File: src/rtl/second_order_iir_lowpass_top_assert.svh
// Assertion macros used by the second-order IIR low-pass top level.
`ifndef SECOND_ORDER_IIR_LOWPASS_TOP_ASSERT_SVH
`define SECOND_ORDER_IIR_LOWPASS_TOP_ASSERT_SVH

// Same-cycle implication, disabled while reset is high.
`define SOIIR_ASSERT_NOW(name, clk, rst, ante, cons) \
   name: assert property (@(posedge clk) disable iff (rst) (ante) |-> (cons)) \
      else $error("soiir assertion failed: same-cycle check");

// Next-cycle implication, disabled while reset is high.
`define SOIIR_ASSERT_NEXT(name, clk, rst, ante, cons) \
   name: assert property (@(posedge clk) disable iff (rst) (ante) |=> (cons)) \
      else $error("soiir assertion failed: next-cycle check");

`endif

File: src/rtl/soiir_pkg.sv
// Package with widths, codes and types of the second-order IIR low-pass filter.
`default_nettype none
package soiir_pkg;

   localparam int SAMPLE_W = 24;
   localparam int COEF_W   = 18;
   localparam int FRAC_W   = 14;
   localparam int PROD_W   = SAMPLE_W + COEF_W;
   localparam int ACC_W    = PROD_W + 3;
   localparam int IDX_W    = 2;

   localparam logic signed [ACC_W-1:0] ROUND_CONST = ACC_W'(1) <<< (FRAC_W - 1);
   localparam logic signed [ACC_W-1:0] SAT_MAX =
      ACC_W'({1'b0, {(SAMPLE_W - 1){1'b1}}});
   localparam logic signed [ACC_W-1:0] SAT_MIN = -SAT_MAX - ACC_W'(1);

   localparam logic signed [COEF_W-1:0] B0_RESET = 18'sd0;
   localparam logic signed [COEF_W-1:0] B1_RESET = 18'sd854;
   localparam logic signed [COEF_W-1:0] A1_RESET = -18'sd27030;
   localparam logic signed [COEF_W-1:0] A2_RESET = 18'sd11505;

   localparam logic [1:0] WARM_FIRST  = 2'd0;
   localparam logic [1:0] WARM_SECOND = 2'd1;
   localparam logic [1:0] WARM_DONE   = 2'd2;

   typedef enum logic [IDX_W-1:0] {
      IDX_B0 = 2'd0,
      IDX_B1 = 2'd1,
      IDX_A1 = 2'd2,
      IDX_A2 = 2'd3
   } csr_index_type;

   typedef struct packed {
      logic signed [COEF_W-1:0] b0;
      logic signed [COEF_W-1:0] b1;
      logic signed [COEF_W-1:0] a1;
      logic signed [COEF_W-1:0] a2;
   } coef_set_type;

   typedef struct packed {
      logic signed [SAMPLE_W-1:0] x;
      logic signed [SAMPLE_W-1:0] x_prev;
      logic signed [SAMPLE_W-1:0] y_prev1;
      logic signed [SAMPLE_W-1:0] y_prev2;
   } hist_type;

endpackage
`default_nettype wire

File: src/rtl/soiir_if.sv
// Channel interfaces for samples in, samples out and coefficient writes.
`default_nettype none


interface soiir_csr_if;
   logic                                valid;
   logic                                ready;
   logic [soiir_pkg::IDX_W-1:0]         index;
   logic signed [soiir_pkg::COEF_W-1:0] data;
   modport source (output valid, output index, output data, input ready);
   modport sink (input valid, input index, input data, output ready);
endinterface
`default_nettype wire

File: src/rtl/soiir_csr.sv
// Coefficient register bank written through the configuration channel.
`default_nettype none
module soiir_csr (
   input  wire                      clock,
   input  wire                      reset,
   soiir_csr_if.sink                csr_ch,
   output soiir_pkg::coef_set_type  coef
);

   soiir_pkg::coef_set_type coef_ff;
   soiir_pkg::coef_set_type coef_in;
   soiir_pkg::csr_index_type idx;

   assign csr_ch.ready = 1'b1;
   assign idx          = soiir_pkg::csr_index_type'(csr_ch.index);
   assign coef         = coef_ff;

   always_comb begin
      coef_in = coef_ff;
      if (csr_ch.valid) begin
         unique case (idx)
            soiir_pkg::IDX_B0: coef_in.b0 = csr_ch.data;
            soiir_pkg::IDX_B1: coef_in.b1 = csr_ch.data;
            soiir_pkg::IDX_A1: coef_in.a1 = csr_ch.data;
            soiir_pkg::IDX_A2: coef_in.a2 = csr_ch.data;
            default:           coef_in    = coef_ff;
         endcase
      end
   end

   always_ff @(posedge clock) begin
      if (reset) begin
         coef_ff.b0 <= soiir_pkg::B0_RESET;
         coef_ff.b1 <= soiir_pkg::B1_RESET;
         coef_ff.a1 <= soiir_pkg::A1_RESET;
         coef_ff.a2 <= soiir_pkg::A2_RESET;
      end else begin
         coef_ff <= coef_in;
      end
   end

endmodule
`default_nettype wire

File: src/flat_wrapper.sv
// flat-port wrapper written by rule: the top's interface ports become plain ports
module soiir_csr_flat 
  (clock, reset, coef, csr_ch_valid, csr_ch_index, csr_ch_data, csr_ch_ready);
  soiir_csr_if csr_ch_i ();
  input  wire clock;
  input  wire reset;
  output soiir_pkg::coef_set_type coef;
  input wire logic [$bits(csr_ch_i.valid)-1:0] csr_ch_valid;
  input wire logic [$bits(csr_ch_i.index)-1:0] csr_ch_index;
  input wire logic [$bits(csr_ch_i.data)-1:0] csr_ch_data;
  output wire logic [$bits(csr_ch_i.ready)-1:0] csr_ch_ready;
  assign csr_ch_i.valid = csr_ch_valid;
  assign csr_ch_i.index = csr_ch_index;
  assign csr_ch_i.data = csr_ch_data;
  assign csr_ch_ready = csr_ch_i.ready;
  soiir_csr u_core (.clock(clock), .reset(reset), .csr_ch(csr_ch_i), .coef(coef));
endmodule
File: config.mk
export PLATFORM = sky130hd
export DESIGN_NAME = soiir_csr_flat
export DESIGN_NICKNAME = d
export VERILOG_FILES = /design/src/rtl/second_order_iir_lowpass_top_assert.svh /design/src/rtl/soiir_pkg.sv /design/src/rtl/soiir_if.sv /design/src/rtl/soiir_csr.sv /design/src/flat_wrapper.sv
export SDC_FILE = /design/constraint.sdc
export NUM_CORES = 1
export LEC_CHECK = 0
export ABC_AREA = 1
export BUFFER_PORTS_ARGS = -buffer_cell sky130_fd_sc_hd__buf_2
export CAP_MARGIN = 20
export CORE_ASPECT_RATIO = 1.4
export CORE_MARGIN = 5
export CORE_UTILIZATION = 45
export DETAILED_ROUTE_END_ITERATION = 8
export PLACE_DENSITY = 0.75
export SLEW_MARGIN = 20
export SYNTH_ARGS = -nofsm -noshare
export SYNTH_HDL_FRONTEND = slang
export SYNTH_SLANG_ARGS = --single-unit
File: constraint.sdc
create_clock -name clock -period 1.04 [get_ports clock]
set_input_delay 0.208 -clock clock [delete_from_list [all_inputs] [get_ports clock]]
set_output_delay 0.208 -clock clock [all_outputs]
set_load 0.005 [all_outputs]
==> metrics, run 1 <==
most area-hungry cell type in the Yosys netlist=dfxtp_1; WL per Instance=13.3 um; syn_area_per_cell=6.89 um2; Reg area=1500 um2; Post-Syn Instances=422; Max Cap Violations=0; root buffer cell=clkbuf_8; drt first-iter violations=219; Comb power frac=11.3%; # rows=34; PwrDens=1720 nW/um2; height of the die=105 um; most common cell after layout, fill and taps aside=nand2_1; final wirelength=7880 um; First-pass DRT Iterations=4; antenna violations before repair=0; top cells by area, synth=dfxtp_1 (50%), nand2_1 (17%), nor2_1 (10%), nand3_1 (7.6%), inv_1 (6.5%); status=finished, final reports clean; global route overflow=0; met3 WL=504 um; CTS tree=done; Longest Clk Path Bufs=2; met2 WL=3940 um; most frequent cells in the layout=nand2_1 (128), buf_2 (93), nor2_1 (78), inv_1 (50), dfxtp_2 (47); DP Worst Slack=-0.0213 ns; die width=77.9 um; final setup vio count=0; post-synthesis net count=445; GRT Resource Usage Total=19.3%; peak supply drop=0.000872 V; Placed Area=3480 um2; Critical Path RT=0.83 ns; WS Path Type=flip-flop to primary output; DR vias/cell=4.76; CP Max Fanout=2; IO Pins=96; cts bufs inserted=9; CP startpoint kind=flip-flop; Largest register FFs=72; last weighted congestion value of the routability-driven placer=0.791; share of cells above drive strength 1=33.7%; Worst-path clk slew=0.08 ns; post-synth cell types=17; slowest cell delay on critical path=0.34 ns; Seq pwr share=45.7%; vias in the first global route=2,628; post-route clock period utilization=97.1%; port buffer count=94; WP data arrival=0.80 ns; fin. max-slew vios=0; Critical Path End Type=primary output; H-tree depth=3; critical-path cell list=buf_2; clk sinks=72; Final WS setup=0.0301 ns; Clock Latency Late Sink=0.34 ns; post-route ant nets=0; DR vias=2,815; clk_skew=0 ns; nets@finish=537; multi-input logic area=1130 um2; WL met1=3250 um; Synth Cell Area=2910 um2; Buf/Inv on CP=1; Ys Warns=0; WHS=0.117 ns; Pleak=2.09 nW; Setup TNS=0 ns; core area=6250 um2; Net Switching=1.53 mW; Worst path slowest cell=dfxtp_1; crit-path leading delay family=flip-flops; Sw Share=23.4%; internal power=5.02 mW; fmax=0.990 GHz; Detailed Place HPWL=5540 um; Clock power frac=43.0%; top cell type's share of synthesized area=49.6%; final hold vios=0; Post-route DRC=0; Hold Path Class=input pin to flip-flop; sequential area share after synthesis=49.6%; Syn-to-layout area delta=30.9%; post-route cell area=3800 um2; min cycle time layout=1.01 ns; Layout fillers=588; Top Layer Used=met4; ant diodes=0; global-route wire length before repair=12,700 um; post-synthesis register bit count=72; die area=8190 um2; Initial Util=46.5%; pin count of the biggest net entering global routing=59; total design power=6.55 mW
## routing by layer
metal  vias up  GRT usage, %
met2        87          32.2
met3        17          4.39
li1       1443             -
met1      1268          22.9
met4         0          9.66
met5         -             0
## cell type report
class                      count  area share (%)
clock buffer                  12            4.34
clock inverter                 4            2.60
inverter                      52            5.13
multi-input combinational    273            29.6
sequential                    72            39.4
tap                           72            2.37
timing repair buffer         106            16.5
## path summary, 6_finish.rpt
check,endpoint,from,depth (start not counted),slack (ns)
worst min register to register,u_core.coef[28],u_core.coef[28],2,0.46
worst max-delay path,coef[39],u_core.coef[39],1,0.03
worst min-delay path,u_core.coef[45],csr_ch_data[9],3,0.12
worst max register to register,u_core.coef[12],u_core.coef[12],4,0.40
## what timing repair did
item,4_1_cts,5_1_grt
endpoints found under the setup margin,6,42
hold buffers,0,0
gates resized for setup,6,42
buffers inserted,0,0
pin swaps,0,0
## metrics by stage
step / instances / utilization [%]
final: 591 / 60.8
after CTS: 591 / 59.9
after global routing: 591 / 60.8
after global placement: 575 / 55.6
after detailed placement: 575 / 55.6
after floorplan: 422 / -
## cells in the mapped netlist
cell	n
nand3_2	1
buf_2	6
nand2_1	128
clkbuf_1	4
nor2_2	1
inv_1	50
dfxtp_1	72
nor2_1	78
inv_2	2
buf_4	7
buf_1	4
conb_1	1
a21oi_1	18
nor2_4	2
clkbuf_2	2
nand3_1	44
buf_6	2
## power groups by stage
stage / sequential (mW) / combinational, mW / clock [mW]
2_1_floorplan: 3.05 / 0.389 / 0
3_3_place_gp: 3.03 / 0.723 / 0
3_5_place_dp: 3.04 / 0.743 / 0
4_1_cts: 2.98 / 0.746 / 2.86
5_1_grt: 3.01 / 0.838 / 3.00
6_report: 2.99 / 0.741 / 2.82
## cells by family (layout without fill, tap and decap cells)
kind of cell	Yosys count	count (layout)	share of synthesized area, %
flops	72	72	49.6
buf+inv	77	174	11.7
compound gates	18	18	3.10
other cells	1	1	0.129
simple gates	254	254	35.5
(Power assumes the default switching activity.)
==> inputs of run 2 (changes only) <==
--- a/config.mk
+++ b/config.mk
@@ -9,10 +9,10 @@
 export BUFFER_PORTS_ARGS = -buffer_cell sky130_fd_sc_hd__buf_2
 export CAP_MARGIN = 20
 export CORE_ASPECT_RATIO = 1.4
-export CORE_MARGIN = 5
 export CORE_UTILIZATION = 45
+export CTS_BUF_LIST = sky130_fd_sc_hd__clkbuf_8
 export DETAILED_ROUTE_END_ITERATION = 8
-export PLACE_DENSITY = 0.75
+export PLACE_DENSITY = 0.72
 export SLEW_MARGIN = 20
 export SYNTH_ARGS = -nofsm -noshare
 export SYNTH_HDL_FRONTEND = slang
==> constraint.sdc (replaced) <==
create_clock -name clock -period 1.1 [get_ports clock]
set_input_delay 0.22 -clock clock [delete_from_list [all_inputs] [get_ports clock]]
set_output_delay 0.22 -clock clock [all_outputs]
set_load 0.005 [all_outputs]
==> metrics, run 2 (synthesis results as in run 1) <==
status=finished, final reports clean; final setup vio count=0; Post-CTS Resized=0; fin. max-slew vios=0; clk_skew=0 ns; Syn-to-layout area delta=26.3%; PwrDens=1530 nW/um2; pin count of the biggest net entering global routing=41; last weighted congestion value of the routability-driven placer=0.829; Critical Path RT=0.88 ns; setup repair after global routing missed its margin=no; Clock power frac=37.4%; global route overflow=0; WHS=0.136 ns; core area=6210 um2; Non-Filler Instances=589; fmax=0.945 GHz; post-route clock period utilization=96.2%; final wirelength=7480 um; root buffer cell=clkbuf_8; HP Start=csr_ch_data[1]; Hold Path Class=input pin to flip-flop; Largest register FFs=72; GRT Resource Usage Total=22.9%; Longest Clk Path Bufs=2; die area=6790 um2; drt first-iter violations=174; min cycle time layout=1.06 ns; Initial Util=46.8%; DR vias=2,773; most frequent cells in the layout=nand2_1 (128), buf_2 (94), nor2_1 (78), dfxtp_1 (72), inv_1 (52); peak supply drop=0.00122 V; Max Cap Violations=0; antenna violations before repair=0; First-pass DRT Iterations=4; IO Pins=96; height of the die=97.1 um; crit path launch=u_core.coef[19]; port buffer count=94; Reg-to-Reg Start=u_core.coef[48]; vias in the first global route=2,532; crit-path leading delay family=flip-flops; Detailed Place HPWL=5290 um; most common cell after layout, fill and taps aside=nand2_1; Pleak=2.06 nW; cts bufs inserted=9; global-route wire length before repair=12,100 um; post-route ant nets=0; ant diodes=0; WL per Instance=12.7 um; postcts setup bufs=0; Critical Path End Type=primary output; Sw Share=25.4%; Comb power frac=12.4%; slowest cell delay on critical path=0.36 ns; H-tree depth=3; final hold vios=0; # rows=34; Post-route DRC=0; CP startpoint kind=flip-flop; CTS tree=done; DR vias/cell=4.71; critical-path cell list=buf_2; internal power=4.18 mW; die width=69.9 um; Seq pwr share=50.2%; Buf/Inv on CP=1; WS Path Type=flip-flop to primary output; WP data arrival=0.84 ns; Clock Latency Late Sink=0.34 ns; nets@finish=535; Setup TNS=0 ns; Worst-path clk slew=0.08 ns; placed cell count=573; share of cells above drive strength 1=24.0%; CP Max Fanout=2; Worst path slowest cell=dfxtp_1; clk sinks=72; hold_buf cts=0; Net Switching=1.43 mW
==> run 2: cell count changes in the layout (fill, tap and decap cells not counted), moves of 2 or more <==
| cell | previous run | this run |
|---|---|---|
| bufinv_16 | 3 | 1 |
| dfxtp_1 | 25 | 72 |
| dfxtp_2 | 47 | 0 |
| buf_4 | 7 | 4 |
| clkinv_2 | 0 | 2 |
| inv_1 | 50 | 52 |
==> run 2: worst paths after layout <==
kind                endpoint  slack (ns)  cells past startpoint
max                 coef[19]        0.04                      1
min          u_core.coef[19]        0.14                      3
max reg2reg  u_core.coef[48]        0.41                      4
min reg2reg  u_core.coef[71]        0.47                      2
==> run 2: stage by stage <==
stage	instance area, um2	worst slack [ns]	util, %	total power [mW]
floorplan	2910	0.0591	-	3.25
global placement	3470	0.0749	55.9	3.55
detailed placement	3470	0.0181	55.9	3.57
CTS	3670	0.0407	59.1	5.66
global route	3670	0.000500	59.1	5.85
finish	3670	0.0416	59.1	5.60
==> run 2: layer usage <==
metal | track usage [%] | part of all wire, % | vias up
li1 | - | - | 1444
met3 | 3.94 | 5.3 | 21
met2 | 35.4 | 47 | 93
met4 | 14.2 | 3.7 | 0
met1 | 29.6 | 44 | 1215
met5 | 0 | 0 | -
==> run 2: final cells by class <==
class / instances / area, um2
Fill cell: 600 / 2540
Sequential cell: 72 / 1440
Multi-Input combinational cell: 273 / 1130
Timing Repair Buffer: 104 / 621
Inverter: 52 / 195
Clock buffer: 11 / 151
Tap cell: 72 / 90.1
Clock inverter: 5 / 47.5
==> run 2: power by group through the flow <==
stage / combinational (mW) / clock (mW) / sequential, mW
after floorplan: 0.368 / 0 / 2.88
final: 0.695 / 2.10 / 2.81
after detailed placement: 0.695 / 0 / 2.87
after global placement: 0.681 / 0 / 2.87
after global routing: 0.780 / 2.24 / 2.83
after CTS: 0.697 / 2.15 / 2.81
